## src/design/adc_pkg.sv

```systemverilog
// Shared types, constants and helper functions of the aim direction correction block.
package adc_pkg;

  localparam int unsigned DIR_FRAC_BITS   = 14;
  localparam int unsigned ANGLE_FRAC_BITS = 13;
  localparam int unsigned ID_WIDTH        = 32;
  localparam int unsigned CORDIC_STEPS    = 16;
  localparam int unsigned CORDIC_CNT_W    = $clog2(CORDIC_STEPS);
  localparam int unsigned CORDIC_W        = 36;
  localparam int unsigned ANG_W           = 18;
  localparam int unsigned GUARD_SHIFT     = 16;
  localparam int unsigned SQRT_STEPS      = 32;

  localparam logic signed [ANG_W-1:0] ANG_PI      = 18'sd25736;
  localparam logic signed [ANG_W-1:0] ANG_HALF_PI = 18'sd12868;
  localparam logic signed [ANG_W-1:0] ANG_TWO_PI  = 18'sd51472;

  localparam logic [31:0] LSQ_LO = 32'd1 << (2 * DIR_FRAC_BITS - 2);
  localparam logic [31:0] LSQ_HI = 32'd9 << (2 * DIR_FRAC_BITS - 2);

  localparam logic [1:0] CFG_GAIN     = 2'd0;
  localparam logic [1:0] CFG_DEADZONE = 2'd1;
  localparam logic [1:0] CFG_LIMIT    = 2'd2;
  localparam logic [1:0] CFG_MIN_HOR  = 2'd3;

  typedef enum logic [4:0] {
    ST_IDLE, ST_XX, ST_ZZ, ST_YY, ST_MM, ST_MMW, ST_PLO, ST_PHI, ST_PADD,
    ST_CYAW, ST_CYAW_WAIT, ST_SQRT_WAIT, ST_CPIT_WAIT, ST_ERR, ST_DX, ST_DY,
    ST_DYF, ST_DONE
  } state_e;

  typedef enum logic [2:0] {
    MUL_XX, MUL_ZZ, MUL_YY, MUL_MM, MUL_PLO, MUL_PHI, MUL_DX, MUL_DY
  } mul_op_e;

  typedef enum logic [3:0] {
    TK_NONE, TK_HSQ_SET, TK_HSQ_ADD, TK_LSQ, TK_MM, TK_P_SET, TK_P_ADD,
    TK_YANG, TK_TY, TK_TP, TK_ERR, TK_DX, TK_DY
  } take_e;

  typedef struct packed {
    logic    load;
    mul_op_e mul_op;
    take_e   take;
    logic    sqrt_start;
    logic    cordic_start;
    logic    cordic_pitch;
    logic    commit;
  } cmd_t;

  typedef struct packed {
    logic sqrt_busy;
    logic cordic_busy;
  } status_t;

  function automatic logic signed [15:0] wrap_angle(input logic signed [ANG_W-1:0] v);
    logic signed [ANG_W-1:0] r;
    begin
      r = v;
      if (v > ANG_PI) begin
        r = v - ANG_TWO_PI;
      end else if (v <= -ANG_PI) begin
        r = v + ANG_TWO_PI;
      end
      return r[15:0];
    end
  endfunction

  function automatic logic [15:0] atan_entry(input logic [4:0] i);
    logic [31:0] q;
    logic [31:0] r;
    begin
      case (i)
        5'd0:  q = 32'd843314857;
        5'd1:  q = 32'd497837829;
        5'd2:  q = 32'd263043837;
        5'd3:  q = 32'd133525159;
        5'd4:  q = 32'd67021687;
        5'd5:  q = 32'd33543516;
        5'd6:  q = 32'd16775851;
        5'd7:  q = 32'd8388437;
        5'd8:  q = 32'd4194283;
        5'd9:  q = 32'd2097149;
        5'd10: q = 32'd1048576;
        5'd11: q = 32'd524288;
        5'd12: q = 32'd262144;
        5'd13: q = 32'd131072;
        5'd14: q = 32'd65536;
        5'd15: q = 32'd32768;
        5'd16: q = 32'd16384;
        5'd17: q = 32'd8192;
        5'd18: q = 32'd4096;
        5'd19: q = 32'd2048;
        5'd20: q = 32'd1024;
        5'd21: q = 32'd512;
        5'd22: q = 32'd256;
        5'd23: q = 32'd128;
        5'd24: q = 32'd64;
        5'd25: q = 32'd32;
        5'd26: q = 32'd16;
        5'd27: q = 32'd8;
        5'd28: q = 32'd4;
        5'd29: q = 32'd2;
        5'd30: q = 32'd1;
        default: q = 32'd0;
      endcase
      r = (q + (32'd1 << (29 - ANGLE_FRAC_BITS))) >> (30 - ANGLE_FRAC_BITS);
      return r[15:0];
    end
  endfunction

endpackage

```

## src/design/aim_direction_correction_top.sv

```systemverilog
// Top level of the aim direction correction block.
//
// Input channel: in_valid_i / in_stall_o with the direction, present angles,
// identifiers and sequence number. A request is taken when valid is high and
// stall is low; the block holds one request at a time and stalls otherwise.
// Output channel: out_valid_o / out_stall_i with one result per request.
// From acceptance to out_valid_o a request passes the squaring multiplies,
// the bit-serial square root, then the 16-step pitch CORDIC and the error
// and drive math (the yaw CORDIC overlaps the root). A new request is taken
// only once the previous result has been committed to the output register.
// The result sits in an output register; the next request is accepted while
// it waits. If the receiver stalls, the following result waits in the last
// step until the register is free.
// Config: cfg_valid_i / cfg_ready_o (always ready), index 0 gain, 1 deadzone,
// 2 drive limit, 3 minimum horizontal; write only while idle.
// Reset (asynchronous, active low) restores the config defaults and clears the
// held identifiers and last sequence number.
module aim_direction_correction_top (
  input  logic                         clk_i,
  input  logic                         rst_ni,
  input  logic                         cfg_valid_i,
  output logic                         cfg_ready_o,
  input  logic [1:0]                   cfg_index_i,
  input  logic [15:0]                  cfg_data_i,
  input  logic                         in_valid_i,
  output logic                         in_stall_o,
  input  logic                         enable_i,
  input  logic                         target_tracked_i,
  input  logic signed [15:0]           dir_x_i,
  input  logic signed [15:0]           dir_y_i,
  input  logic signed [15:0]           dir_z_i,
  input  logic signed [15:0]           current_yaw_i,
  input  logic signed [15:0]           current_pitch_i,
  input  logic [adc_pkg::ID_WIDTH-1:0] body_id_i,
  input  logic [adc_pkg::ID_WIDTH-1:0] item_id_i,
  input  logic [63:0]                  sequence_number_i,
  output logic                         out_valid_o,
  input  logic                         out_stall_i,
  output logic                         target_accepted_o,
  output logic                         ids_captured_o,
  output logic signed [15:0]           wrapped_yaw_o,
  output logic signed [15:0]           passed_pitch_o,
  output logic signed [15:0]           target_yaw_o,
  output logic signed [14:0]           target_pitch_o,
  output logic signed [15:0]           yaw_error_o,
  output logic signed [16:0]           pitch_error_o,
  output logic signed [15:0]           drive_x_o,
  output logic signed [15:0]           drive_y_o
);

  adc_pkg::cmd_t    cmd;
  adc_pkg::status_t status;

  assign cfg_ready_o = 1'b1;

  adc_ctrl u_ctrl (
    .clk_i       (clk_i),
    .rst_ni      (rst_ni),
    .in_valid_i  (in_valid_i),
    .in_stall_o  (in_stall_o),
    .out_valid_o (out_valid_o),
    .out_stall_i (out_stall_i),
    .status_i    (status),
    .cmd_o       (cmd)
  );

  adc_datapath u_dp (
    .clk_i             (clk_i),
    .rst_ni            (rst_ni),
    .cmd_i             (cmd),
    .status_o          (status),
    .cfg_valid_i       (cfg_valid_i),
    .cfg_index_i       (cfg_index_i),
    .cfg_data_i        (cfg_data_i),
    .enable_i          (enable_i),
    .target_tracked_i  (target_tracked_i),
    .dir_x_i           (dir_x_i),
    .dir_y_i           (dir_y_i),
    .dir_z_i           (dir_z_i),
    .current_yaw_i     (current_yaw_i),
    .current_pitch_i   (current_pitch_i),
    .body_id_i         (body_id_i),
    .item_id_i         (item_id_i),
    .sequence_number_i (sequence_number_i),
    .target_accepted_o (target_accepted_o),
    .ids_captured_o    (ids_captured_o),
    .wrapped_yaw_o     (wrapped_yaw_o),
    .passed_pitch_o    (passed_pitch_o),
    .target_yaw_o      (target_yaw_o),
    .target_pitch_o    (target_pitch_o),
    .yaw_error_o       (yaw_error_o),
    .pitch_error_o     (pitch_error_o),
    .drive_x_o         (drive_x_o),
    .drive_y_o         (drive_y_o)
  );

endmodule

```

## src/design/adc_sqrt.sv

```systemverilog
// Bit-serial integer square root of a 32-bit value shifted up by 32 bits.
module adc_sqrt (
  input  logic        clk_i,
  input  logic        rst_ni,
  input  logic        start_i,
  input  logic [31:0] rad_i,
  output logic        busy_o,
  output logic [31:0] root_o
);

  localparam int unsigned CNT_W = $clog2(adc_pkg::SQRT_STEPS);

  logic             busy_q, busy_d;
  logic [CNT_W-1:0] cnt_q, cnt_d;
  logic [63:0]      rad_q;
  logic [32:0]      rem_q;
  logic [31:0]      root_q;
  logic [34:0]      rem_sh;
  logic [34:0]      trial;
  logic             fits;

  assign rem_sh = {rem_q, rad_q[63:62]};
  assign trial  = {1'b0, root_q, 2'b01};
  assign fits   = rem_sh >= trial;

  always_comb begin
    busy_d = busy_q;
    cnt_d  = cnt_q;
    if (start_i) begin
      busy_d = 1'b1;
      cnt_d  = '0;
    end else if (busy_q) begin
      cnt_d = cnt_q + 1'b1;
      if (cnt_q == CNT_W'(adc_pkg::SQRT_STEPS - 1)) begin
        busy_d = 1'b0;
      end
    end
  end

  always_ff @(posedge clk_i or negedge rst_ni) begin
    if (!rst_ni) begin
      busy_q <= 1'b0;
      cnt_q  <= '0;
    end else begin
      busy_q <= busy_d;
      cnt_q  <= cnt_d;
    end
  end

  always_ff @(posedge clk_i) begin
    if (start_i) begin
      rad_q  <= {rad_i, 32'h0};
      rem_q  <= '0;
      root_q <= '0;
    end else if (busy_q) begin
      rad_q <= {rad_q[61:0], 2'b00};
      if (fits) begin
        rem_q  <= 33'(rem_sh - trial);
        root_q <= {root_q[30:0], 1'b1};
      end else begin
        rem_q  <= rem_sh[32:0];
        root_q <= {root_q[30:0], 1'b0};
      end
    end
  end

  assign busy_o = busy_q;
  assign root_o = root_q;

endmodule

```

## src/design/adc_cordic.sv

```systemverilog
// CORDIC vectoring unit computing atan2(num, den), one rotation per cycle.
module adc_cordic (
  input  logic                                clk_i,
  input  logic                                rst_ni,
  input  logic                                start_i,
  input  logic signed [adc_pkg::CORDIC_W-1:0] den_i,
  input  logic signed [adc_pkg::CORDIC_W-1:0] num_i,
  output logic                                busy_o,
  output logic signed [adc_pkg::ANG_W-1:0]    ang_o
);

  localparam int unsigned CW = adc_pkg::CORDIC_W;
  localparam int unsigned NW = adc_pkg::CORDIC_CNT_W;

  logic                           busy_q, busy_d;
  logic [NW-1:0]                  cnt_q, cnt_d;
  logic signed [CW-1:0]           den_q, num_q;
  logic signed [adc_pkg::ANG_W-1:0] ang_q;
  logic signed [CW-1:0]           sh_den, sh_num;
  logic signed [adc_pkg::ANG_W-1:0] step;
  logic                           is_zero;

  assign is_zero = (den_i == '0) && (num_i == '0);
  assign sh_den  = den_q >>> cnt_q;
  assign sh_num  = num_q >>> cnt_q;
  assign step    = $signed({2'b00, adc_pkg::atan_entry(5'(cnt_q))});

  always_comb begin
    busy_d = busy_q;
    cnt_d  = cnt_q;
    if (start_i) begin
      busy_d = !is_zero;
      cnt_d  = '0;
    end else if (busy_q) begin
      cnt_d = cnt_q + 1'b1;
      if (cnt_q == NW'(adc_pkg::CORDIC_STEPS - 1)) begin
        busy_d = 1'b0;
      end
    end
  end

  always_ff @(posedge clk_i or negedge rst_ni) begin
    if (!rst_ni) begin
      busy_q <= 1'b0;
      cnt_q  <= '0;
    end else begin
      busy_q <= busy_d;
      cnt_q  <= cnt_d;
    end
  end

  always_ff @(posedge clk_i) begin
    if (start_i) begin
      if (is_zero) begin
        den_q <= den_i;
        num_q <= num_i;
        ang_q <= '0;
      end else if (den_i < 0) begin
        if (num_i >= 0) begin
          den_q <= num_i;
          num_q <= -den_i;
          ang_q <= adc_pkg::ANG_HALF_PI;
        end else begin
          den_q <= -num_i;
          num_q <= den_i;
          ang_q <= -adc_pkg::ANG_HALF_PI;
        end
      end else begin
        den_q <= den_i;
        num_q <= num_i;
        ang_q <= '0;
      end
    end else if (busy_q) begin
      if (num_q > 0) begin
        den_q <= den_q + sh_num;
        num_q <= num_q - sh_den;
        ang_q <= ang_q + step;
      end else begin
        den_q <= den_q - sh_num;
        num_q <= num_q + sh_den;
        ang_q <= ang_q - step;
      end
    end
  end

  assign busy_o = busy_q;
  assign ang_o  = ang_q;

endmodule

```

## src/design/adc_datapath.sv

```systemverilog
// Datapath: operand registers, shared multiplier, checks, drive math, state and result registers.
module adc_datapath (
  input  logic                                 clk_i,
  input  logic                                 rst_ni,
  input  adc_pkg::cmd_t                        cmd_i,
  output adc_pkg::status_t                     status_o,
  input  logic                                 cfg_valid_i,
  input  logic [1:0]                           cfg_index_i,
  input  logic [15:0]                          cfg_data_i,
  input  logic                                 enable_i,
  input  logic                                 target_tracked_i,
  input  logic signed [15:0]                   dir_x_i,
  input  logic signed [15:0]                   dir_y_i,
  input  logic signed [15:0]                   dir_z_i,
  input  logic signed [15:0]                   current_yaw_i,
  input  logic signed [15:0]                   current_pitch_i,
  input  logic [adc_pkg::ID_WIDTH-1:0]         body_id_i,
  input  logic [adc_pkg::ID_WIDTH-1:0]         item_id_i,
  input  logic [63:0]                          sequence_number_i,
  output logic                                 target_accepted_o,
  output logic                                 ids_captured_o,
  output logic signed [15:0]                   wrapped_yaw_o,
  output logic signed [15:0]                   passed_pitch_o,
  output logic signed [15:0]                   target_yaw_o,
  output logic signed [14:0]                   target_pitch_o,
  output logic signed [15:0]                   yaw_error_o,
  output logic signed [16:0]                   pitch_error_o,
  output logic signed [15:0]                   drive_x_o,
  output logic signed [15:0]                   drive_y_o
);

  localparam int unsigned IW = adc_pkg::ID_WIDTH;
  localparam int unsigned CW = adc_pkg::CORDIC_W;
  localparam int unsigned AW = adc_pkg::ANG_W;
  localparam logic [33:0] ROUND_HALF = 34'd1 << (adc_pkg::ANGLE_FRAC_BITS - 1);

  function automatic logic [16:0] abs16(input logic signed [15:0] v);
    logic signed [16:0] e;
    begin
      e = 17'(v);
      return e[16] ? 17'(-e) : 17'(e);
    end
  endfunction

  // config
  logic [15:0] gain_q;
  logic [14:0] dz_q, limit_q, minh_q;

  always_ff @(posedge clk_i or negedge rst_ni) begin
    if (!rst_ni) begin
      gain_q  <= 16'd256;
      dz_q    <= 15'd0;
      limit_q <= 15'd32767;
      minh_q  <= 15'd0;
    end else if (cfg_valid_i) begin
      unique case (cfg_index_i)
        adc_pkg::CFG_GAIN:     gain_q  <= cfg_data_i;
        adc_pkg::CFG_DEADZONE: dz_q    <= cfg_data_i[14:0];
        adc_pkg::CFG_LIMIT:    limit_q <= cfg_data_i[14:0];
        adc_pkg::CFG_MIN_HOR:  minh_q  <= cfg_data_i[14:0];
        default:               gain_q  <= gain_q;
      endcase
    end
  end

  // request operands
  logic                 en_q, trk_q;
  logic signed [15:0]   x_q, y_q, z_q, cy_q, cp_q;
  logic [IW-1:0]        body_q, item_q;
  logic [63:0]          seq_q;

  always_ff @(posedge clk_i) begin
    if (cmd_i.load) begin
      en_q   <= enable_i;
      trk_q  <= target_tracked_i;
      x_q    <= dir_x_i;
      y_q    <= dir_y_i;
      z_q    <= dir_z_i;
      cy_q   <= current_yaw_i;
      cp_q   <= current_pitch_i;
      body_q <= body_id_i;
      item_q <= item_id_i;
      seq_q  <= sequence_number_i;
    end
  end

  // shared multiplier
  logic [29:0]          mul_a;
  logic [16:0]          mul_b;
  logic [46:0]          prod_q;
  logic [31:0]          hsq_q, lsq_q;
  logic [29:0]          mm_q;
  logic [62:0]          p_q;
  logic signed [15:0]   wy_q, ty_q;
  logic signed [AW-1:0] yang_q, tp_q;
  logic signed [15:0]   ye_q;
  logic signed [16:0]   pe_q;
  logic signed [15:0]   dx_q, dy_q;
  logic                 reject_q, capture_q;

  always_comb begin
    unique case (cmd_i.mul_op)
      adc_pkg::MUL_XX:  begin mul_a = 30'(abs16(x_q)); mul_b = abs16(x_q); end
      adc_pkg::MUL_ZZ:  begin mul_a = 30'(abs16(z_q)); mul_b = abs16(z_q); end
      adc_pkg::MUL_YY:  begin mul_a = 30'(abs16(y_q)); mul_b = abs16(y_q); end
      adc_pkg::MUL_MM:  begin mul_a = 30'(minh_q);     mul_b = 17'(minh_q); end
      adc_pkg::MUL_PLO: begin mul_a = mm_q;            mul_b = 17'(lsq_q[15:0]); end
      adc_pkg::MUL_PHI: begin mul_a = mm_q;            mul_b = 17'(lsq_q[31:16]); end
      adc_pkg::MUL_DX:  begin mul_a = 30'(abs16(ye_q)); mul_b = 17'(gain_q); end
      adc_pkg::MUL_DY:  begin
        mul_a = 30'(pe_q[16] ? 17'(-pe_q) : 17'(pe_q));
        mul_b = 17'(gain_q);
      end
      default:          begin mul_a = '0; mul_b = '0; end
    endcase
  end

  always_ff @(posedge clk_i) begin
    prod_q <= {17'h0, mul_a} * {30'h0, mul_b};
  end

  // iterative units
  logic                 sqrt_busy, cordic_busy;
  logic [31:0]          root;
  logic signed [CW-1:0] cden, cnum;
  logic signed [AW-1:0] cang;
  logic signed [31:0]   xs, ys, zs;

  assign xs = {x_q, 16'h0};
  assign ys = {y_q, 16'h0};
  assign zs = {z_q, 16'h0};
  assign cden = cmd_i.cordic_pitch ? $signed({4'h0, root}) : CW'(zs);
  assign cnum = cmd_i.cordic_pitch ? CW'(ys) : CW'(xs);

  adc_sqrt u_sqrt (
    .clk_i   (clk_i),
    .rst_ni  (rst_ni),
    .start_i (cmd_i.sqrt_start),
    .rad_i   (hsq_q),
    .busy_o  (sqrt_busy),
    .root_o  (root)
  );

  adc_cordic u_cordic (
    .clk_i   (clk_i),
    .rst_ni  (rst_ni),
    .start_i (cmd_i.cordic_start),
    .den_i   (cden),
    .num_i   (cnum),
    .busy_o  (cordic_busy),
    .ang_o   (cang)
  );

  assign status_o.sqrt_busy   = sqrt_busy;
  assign status_o.cordic_busy = cordic_busy;

  // held state
  logic          ids_valid_q;
  logic [IW-1:0] held_body_q, held_item_q;
  logic [63:0]   last_seq_q;

  // checks
  logic                 hsq_ok, reject_c, capture_c, drive_c;
  logic signed [AW-1:0] ye_full;

  assign hsq_ok = (63'(hsq_q) << (2 * adc_pkg::DIR_FRAC_BITS)) >= p_q;
  assign reject_c = !en_q || !trk_q || (body_q == '0) || (item_q == '0) ||
                    (seq_q == '0) || (lsq_q < adc_pkg::LSQ_LO) ||
                    (lsq_q > adc_pkg::LSQ_HI) || (gain_q == '0) || (limit_q == '0);
  assign capture_c = !ids_valid_q || (held_body_q != body_q) || (held_item_q != item_q);
  assign drive_c   = !capture_c && (last_seq_q != seq_q);
  assign ye_full   = AW'(ty_q) - AW'(wy_q);

  // drive rounding and saturation
  logic [16:0] dmag_in;
  logic        dneg;
  logic [33:0] rnd;
  logic [20:0] qv;
  logic [14:0] sat;
  logic [15:0] dpos;

  assign dmag_in = (cmd_i.take == adc_pkg::TK_DY) ?
                   (pe_q[16] ? 17'(-pe_q) : 17'(pe_q)) : abs16(ye_q);
  assign dneg    = (cmd_i.take == adc_pkg::TK_DY) ? pe_q[16] : ye_q[15];
  assign rnd     = {1'b0, prod_q[32:0]} + ROUND_HALF;
  assign qv      = rnd[33:adc_pkg::ANGLE_FRAC_BITS];
  assign sat     = (dmag_in < 17'(dz_q)) ? 15'd0 :
                   (qv > 21'(limit_q)) ? limit_q : qv[14:0];
  assign dpos    = 16'(sat);

  always_ff @(posedge clk_i) begin
    wy_q <= adc_pkg::wrap_angle(AW'(cy_q));
    case (cmd_i.take)
      adc_pkg::TK_HSQ_SET: hsq_q  <= prod_q[31:0];
      adc_pkg::TK_HSQ_ADD: hsq_q  <= hsq_q + prod_q[31:0];
      adc_pkg::TK_LSQ:     lsq_q  <= hsq_q + prod_q[31:0];
      adc_pkg::TK_MM:      mm_q   <= prod_q[29:0];
      adc_pkg::TK_P_SET:   p_q    <= 63'(prod_q);
      adc_pkg::TK_P_ADD:   p_q    <= p_q + 63'({prod_q, 16'h0});
      adc_pkg::TK_YANG:    yang_q <= cang;
      adc_pkg::TK_TY:      ty_q   <= hsq_ok ? adc_pkg::wrap_angle(yang_q) : wy_q;
      adc_pkg::TK_TP:      tp_q   <= cang;
      adc_pkg::TK_ERR: begin
        reject_q  <= reject_c;
        capture_q <= capture_c;
        ye_q      <= drive_c ? adc_pkg::wrap_angle(ye_full) : 16'sd0;
        pe_q      <= drive_c ? 17'(tp_q) - 17'(cp_q) : 17'sd0;
      end
      adc_pkg::TK_DX:      dx_q <= dneg ? -dpos : dpos;
      adc_pkg::TK_DY:      dy_q <= dneg ? dpos : -dpos;
      default:             ;
    endcase
  end

  always_ff @(posedge clk_i or negedge rst_ni) begin
    if (!rst_ni) begin
      ids_valid_q <= 1'b0;
      held_body_q <= '0;
      held_item_q <= '0;
      last_seq_q  <= '0;
    end else if (cmd_i.commit) begin
      if (reject_q) begin
        ids_valid_q <= 1'b0;
        held_body_q <= '0;
        held_item_q <= '0;
        last_seq_q  <= '0;
      end else if (capture_q) begin
        ids_valid_q <= 1'b1;
        held_body_q <= body_q;
        held_item_q <= item_q;
        last_seq_q  <= seq_q;
      end else begin
        last_seq_q  <= seq_q;
      end
    end
  end

  // result register
  always_ff @(posedge clk_i) begin
    if (cmd_i.commit) begin
      target_accepted_o <= !reject_q;
      ids_captured_o    <= !reject_q && capture_q;
      wrapped_yaw_o     <= reject_q ? 16'sd0 : wy_q;
      passed_pitch_o    <= reject_q ? 16'sd0 : cp_q;
      target_yaw_o      <= reject_q ? 16'sd0 : ty_q;
      target_pitch_o    <= reject_q ? 15'sd0 : tp_q[14:0];
      yaw_error_o       <= reject_q ? 16'sd0 : ye_q;
      pitch_error_o     <= reject_q ? 17'sd0 : pe_q;
      drive_x_o         <= reject_q ? 16'sd0 : dx_q;
      drive_y_o         <= reject_q ? 16'sd0 : dy_q;
    end
  end

endmodule

```

## src/design/adc_ctrl.sv

```systemverilog
// Controller state machine sequencing the datapath for one request at a time.
module adc_ctrl (
  input  logic             clk_i,
  input  logic             rst_ni,
  input  logic             in_valid_i,
  output logic             in_stall_o,
  output logic             out_valid_o,
  input  logic             out_stall_i,
  input  adc_pkg::status_t status_i,
  output adc_pkg::cmd_t    cmd_o
);

  adc_pkg::state_e state_q, state_d;
  logic            out_valid_q, out_valid_d;
  logic            out_free;

  assign out_free   = !out_valid_q || !out_stall_i;
  assign in_stall_o = (state_q != adc_pkg::ST_IDLE);

  always_comb begin
    state_d = state_q;
    unique case (state_q)
      adc_pkg::ST_IDLE:      if (in_valid_i) state_d = adc_pkg::ST_XX;
      adc_pkg::ST_XX:        state_d = adc_pkg::ST_ZZ;
      adc_pkg::ST_ZZ:        state_d = adc_pkg::ST_YY;
      adc_pkg::ST_YY:        state_d = adc_pkg::ST_MM;
      adc_pkg::ST_MM:        state_d = adc_pkg::ST_MMW;
      adc_pkg::ST_MMW:       state_d = adc_pkg::ST_PLO;
      adc_pkg::ST_PLO:       state_d = adc_pkg::ST_PHI;
      adc_pkg::ST_PHI:       state_d = adc_pkg::ST_PADD;
      adc_pkg::ST_PADD:      state_d = adc_pkg::ST_CYAW;
      adc_pkg::ST_CYAW:      state_d = adc_pkg::ST_CYAW_WAIT;
      adc_pkg::ST_CYAW_WAIT: if (!status_i.cordic_busy) state_d = adc_pkg::ST_SQRT_WAIT;
      adc_pkg::ST_SQRT_WAIT: if (!status_i.sqrt_busy) state_d = adc_pkg::ST_CPIT_WAIT;
      adc_pkg::ST_CPIT_WAIT: if (!status_i.cordic_busy) state_d = adc_pkg::ST_ERR;
      adc_pkg::ST_ERR:       state_d = adc_pkg::ST_DX;
      adc_pkg::ST_DX:        state_d = adc_pkg::ST_DY;
      adc_pkg::ST_DY:        state_d = adc_pkg::ST_DYF;
      adc_pkg::ST_DYF:       state_d = adc_pkg::ST_DONE;
      adc_pkg::ST_DONE:      if (out_free) state_d = adc_pkg::ST_IDLE;
      default:               state_d = adc_pkg::ST_IDLE;
    endcase
  end

  always_comb begin
    cmd_o.load         = 1'b0;
    cmd_o.mul_op       = adc_pkg::MUL_XX;
    cmd_o.take         = adc_pkg::TK_NONE;
    cmd_o.sqrt_start   = 1'b0;
    cmd_o.cordic_start = 1'b0;
    cmd_o.cordic_pitch = 1'b0;
    cmd_o.commit       = 1'b0;
    unique case (state_q)
      adc_pkg::ST_IDLE:  cmd_o.load = in_valid_i;
      adc_pkg::ST_XX:    cmd_o.mul_op = adc_pkg::MUL_XX;
      adc_pkg::ST_ZZ: begin
        cmd_o.mul_op = adc_pkg::MUL_ZZ;
        cmd_o.take   = adc_pkg::TK_HSQ_SET;
      end
      adc_pkg::ST_YY: begin
        cmd_o.mul_op = adc_pkg::MUL_YY;
        cmd_o.take   = adc_pkg::TK_HSQ_ADD;
      end
      adc_pkg::ST_MM: begin
        cmd_o.mul_op     = adc_pkg::MUL_MM;
        cmd_o.take       = adc_pkg::TK_LSQ;
        cmd_o.sqrt_start = 1'b1;
      end
      adc_pkg::ST_MMW:   cmd_o.take = adc_pkg::TK_MM;
      adc_pkg::ST_PLO:   cmd_o.mul_op = adc_pkg::MUL_PLO;
      adc_pkg::ST_PHI: begin
        cmd_o.mul_op = adc_pkg::MUL_PHI;
        cmd_o.take   = adc_pkg::TK_P_SET;
      end
      adc_pkg::ST_PADD:  cmd_o.take = adc_pkg::TK_P_ADD;
      adc_pkg::ST_CYAW:  cmd_o.cordic_start = 1'b1;
      adc_pkg::ST_CYAW_WAIT: begin
        if (!status_i.cordic_busy) cmd_o.take = adc_pkg::TK_YANG;
      end
      adc_pkg::ST_SQRT_WAIT: begin
        cmd_o.take         = adc_pkg::TK_TY;
        cmd_o.cordic_pitch = 1'b1;
        cmd_o.cordic_start = !status_i.sqrt_busy;
      end
      adc_pkg::ST_CPIT_WAIT: begin
        if (!status_i.cordic_busy) cmd_o.take = adc_pkg::TK_TP;
      end
      adc_pkg::ST_ERR:   cmd_o.take = adc_pkg::TK_ERR;
      adc_pkg::ST_DX:    cmd_o.mul_op = adc_pkg::MUL_DX;
      adc_pkg::ST_DY: begin
        cmd_o.mul_op = adc_pkg::MUL_DY;
        cmd_o.take   = adc_pkg::TK_DX;
      end
      adc_pkg::ST_DYF: begin
        cmd_o.mul_op = adc_pkg::MUL_DY;
        cmd_o.take   = adc_pkg::TK_DY;
      end
      adc_pkg::ST_DONE:  cmd_o.commit = out_free;
      default:           cmd_o.load = 1'b0;
    endcase
  end

  always_comb begin
    out_valid_d = out_valid_q;
    if (cmd_o.commit) begin
      out_valid_d = 1'b1;
    end else if (out_valid_q && !out_stall_i) begin
      out_valid_d = 1'b0;
    end
  end

  always_ff @(posedge clk_i or negedge rst_ni) begin
    if (!rst_ni) begin
      state_q     <= adc_pkg::ST_IDLE;
      out_valid_q <= 1'b0;
    end else begin
      state_q     <= state_d;
      out_valid_q <= out_valid_d;
    end
  end

  assign out_valid_o = out_valid_q;

endmodule

```

## config.mk

```make
export PLATFORM = sky130hd
export DESIGN_NAME = aim_direction_correction_top
export DESIGN_NICKNAME = d
export VERILOG_FILES = /design/src/design/adc_pkg.sv /design/src/design/aim_direction_correction_top.sv /design/src/design/adc_sqrt.sv /design/src/design/adc_cordic.sv /design/src/design/adc_datapath.sv /design/src/design/adc_ctrl.sv
export SDC_FILE = /design/constraint.sdc
export NUM_CORES = 2
export LEC_CHECK = 0
export BUFFER_PORTS_ARGS = -buffer_cell sky130_fd_sc_hd__buf_4
export CAP_MARGIN = 15
export CORE_MARGIN = 5
export CORE_UTILIZATION = 38
export DETAILED_ROUTE_END_ITERATION = 12
export PLACE_DENSITY = 0.55
export SLEW_MARGIN = 20
export SYNTH_ARGS = -nofsm -noshare
export SYNTH_HDL_FRONTEND = slang
export SYNTH_HIERARCHICAL = 1
export SYNTH_SLANG_ARGS = --single-unit
```

## constraint.sdc

```tcl
create_clock -name clk_i -period 10.6 [get_ports clk_i]
set_input_delay 0.53 -clock clk_i [delete_from_list [all_inputs] [get_ports clk_i]]
set_output_delay 0.53 -clock clk_i [all_outputs]
set_load 0.01 [all_outputs]
```

==> impl_metrics.csv <==
group,metric,value,unit
outcome,outcome,"complete, no violations",
synthesis,synth_cell_types,128,
cts,clk_path_buf_depth,3,
synthesis,yosysWarnings,6,
cts,clk_pin_slew,60,ps
synthesis,synthFlopType,"edfxtp_1",
synthesis,synth_edf_count,737,
drt,first_iter_violations,6458,
cts,cts_buffers,121,
placed_design,placed_area,90700,sq um
floorplan,dieArea,231000,sq um
layout,fin_area,97000,sq um
synthesis,synth_area,84200,sq um
layout,drive_above_1_share,12.9,%
timing,worst_slew_pin_slew,1080,ps
setup_path,slowest_delay,720,ps
layout,fin_nets,10200,
floorplan,rows,172,
worst_hold_path,hold_path.startpoint,"current_pitch_i[2]",
layout,syn_to_final_growth,15.2,%
flow_run,cap_viol_max_count,0,
cts,htree_levels,3,
synthesis,yosysSeqAreaShare,35.5,%
setup_path,regToRegSetupSlack,550,ps
floorplan,coreArea,220000,sq um
timing,relSlewSlack,27.9,%
global_routing,grt.overflow.total,0,
drt,num_vias,68400,
global_routing,grt_max_degree,150,
layout,multi_input_area,50100,sq um
floorplan,start_util,38.2,%
synthesis,synth-async-reset-ratio,19.3,%
placed_design,place.gp.congestion,0.962,
cts,clockRootBuffer,"clkbuf_16",
setup_path,crit_path_max_fanout,36,
setup_path,reg2reg_from,"u_ctrl/state_q[1]",
drt,ant_nets,0,
drt,post-route-drc-count,0,
global_routing,grt_pass1_vias,67100,
setup_path,required,11320,ps
global_routing,grt_pass1_wl,441000,um
timing,period_needed,10050,ps
cts,clock-sinks,1072,
timing,fin_skew,85.2,ps
timing,hold_viol_final,0,
setup_path,start_kind,"register",
synthesis,syn-instance-count,8573,
cts,clk_latency,810,ps
setup_path,critical_path_class,"reg -> reg",
timing,setup_viol,0,
synthesis,ys_ff_latch,1072,
floorplan,ioPinCount,366,
floorplan,die_y,481,um
timing,timing.final.crit_share,94.8,%
global_routing,antenna_found_initial,18,
setup_path,cp_common_cell,"fa_1",
layout,regArea,29900,sq um
setup_path,cp-end-kind,"register",
layout,postLayoutCoreUtil,44.1,%
setup_path,cpMaxStageDelayCell,"dfrtp_1",
timing,finalMaxSlewViolations,0,
cts,cts_tree,"done",
layout,mostFrequentLayoutCell,"nand2_1",
placed_design,hpwl,233000,um
worst_hold_path,hold_class,"in -> reg",
global_routing,globalRouteTotalUtil,25.1,%
setup_path,worst_ep_arrival_time,10770,ps
drt,drt_wl_total,299000,um
placed_design,io_buffers,364,
drt,wl_per_cell,24.5,um
layout,nFillCells,21000,
floorplan,die-width,481,um
timing,rsz0062_at_grt,"false",
timing,clock.fmax,0.0995,GHz
synthesis,syn_area_per_cell,9.82,sq um
drt,post_drt_via_cell_ratio,5.61,
setup_path,worstSetupStartpoint,"u_ctrl/state_q[1]",
timing,finalSetupTns,0,ps
layout,final_cell_mix,"912 x nand2_1, 808 x inv_1, 737 x edfxtp_1",
drt,dr.pass1.iters,9,
metal layers:
metal  share of wire (%)  up-vias  track usage [%]
met2                  47     2381             41.0
met5              0.0087        -                0
met1                  43    34200             34.4
li1                    -    31400                -
met4                 3.9        4             8.62
met3                 6.2      439             3.31
through the flow:
stage / instances / setup WS [ps] / hold WS, ps
after floorplan: 8672 / 1790 / 234
after global placement: 11700 / 801 / 367
after detailed placement: 11700 / 479 / 365
after CTS: 12200 / 505 / 9.90
after global routing: 12200 / 2.17 / 22.5
final: 12200 / 554 / 68.5
state kept, by name, summed over array words and instances, names as in the netlist, 18 cells and up:
name,count
u_dp/last_seq_q,64
u_dp/seq_q,64
u_dp/p_q,63
u_dp/prod_q,47
u_dp/u_cordic/den_q,36
u_dp/u_cordic/num_q,36
u_dp/u_sqrt/rem_q,33
u_dp/body_q,32
u_dp/held_body_q,32
u_dp/held_item_q,32
u_dp/hsq_q,32
u_dp/item_q,32
u_dp/lsq_q,32
u_dp/u_sqrt/rad_q,32
u_dp/u_sqrt/root_o,32
u_dp/mm_q,30
u_dp/u_cordic/ang_o,18
u_dp/yang_q,18
worst paths after layout:
kind,endpoint,cells after the start
worst min-delay path,u_dp/cp_q[2],1
worst min register to register,u_dp/wy_q[2],0
min in group asynchronous,u_dp/last_seq_q[32],2
worst max-delay path,u_dp/prod_q[43],29
max in group asynchronous,u_dp/u_sqrt/busy_o,3
worst max register to register,u_dp/prod_q[43],29
area by class of cell:
class	count	area share, %
clock inverters	76	0.855
flip-flops and latches	1072	30.8
repair buffers	728	6.23
diodes	11	0.0284
well taps	2958	3.82
multi-input cells	6385	51.7
clock buffers	154	3.42
inverters	813	3.15
cells in the mapped netlist (all sizes together), types with 216 or more instances:
cell type | number | area [sq um]
inv | 810 | 3040
fa | 426 | 8530
a21oi | 392 | 1970
xor2 | 291 | 2550
clkbuf | 280 | 1050
ha | 445 | 5570
nand2 | 915 | 3450
nor2b | 216 | 1350
o21ai | 426 | 2130
edfxtp | 737 | 22100
xnor2 | 303 | 2660
nor2 | 514 | 1930
what timing repair did:
action | in CTS | in global routing
hold buffers | 211 | 0
hold endpoints to repair | 282 | 0
setup endpoints to repair | 0 | 3
setup buffers | 0 | 2
resized for setup | 0 | 1
critical path: cells and delay by family (launching register included):
family	cells	cell delay, ps
adder cells (fa/ha/maj)	7	3590
AO/OA/AOI/OAI	10	3440
AND/OR/NAND/NOR	5	1110
buffers and inverters	6	990
flip-flops	1	720
multiplexers	1	140
kinds of logic after synthesis:
group | share of synthesized area [%]
xor gates and xnor gates | 6.19
AOI/OAI and AO/OA | 14.8
and+or+nand+nor | 14.6
buffers and inverters | 5.66
DFF | 35.5
other | 0.0134
muxes | 6.51
adders and majority gates | 16.7
Power is left out: the tool's default activity adds up to more than one toggle a clock period on the data nets, which glitch-free logic cannot reach.
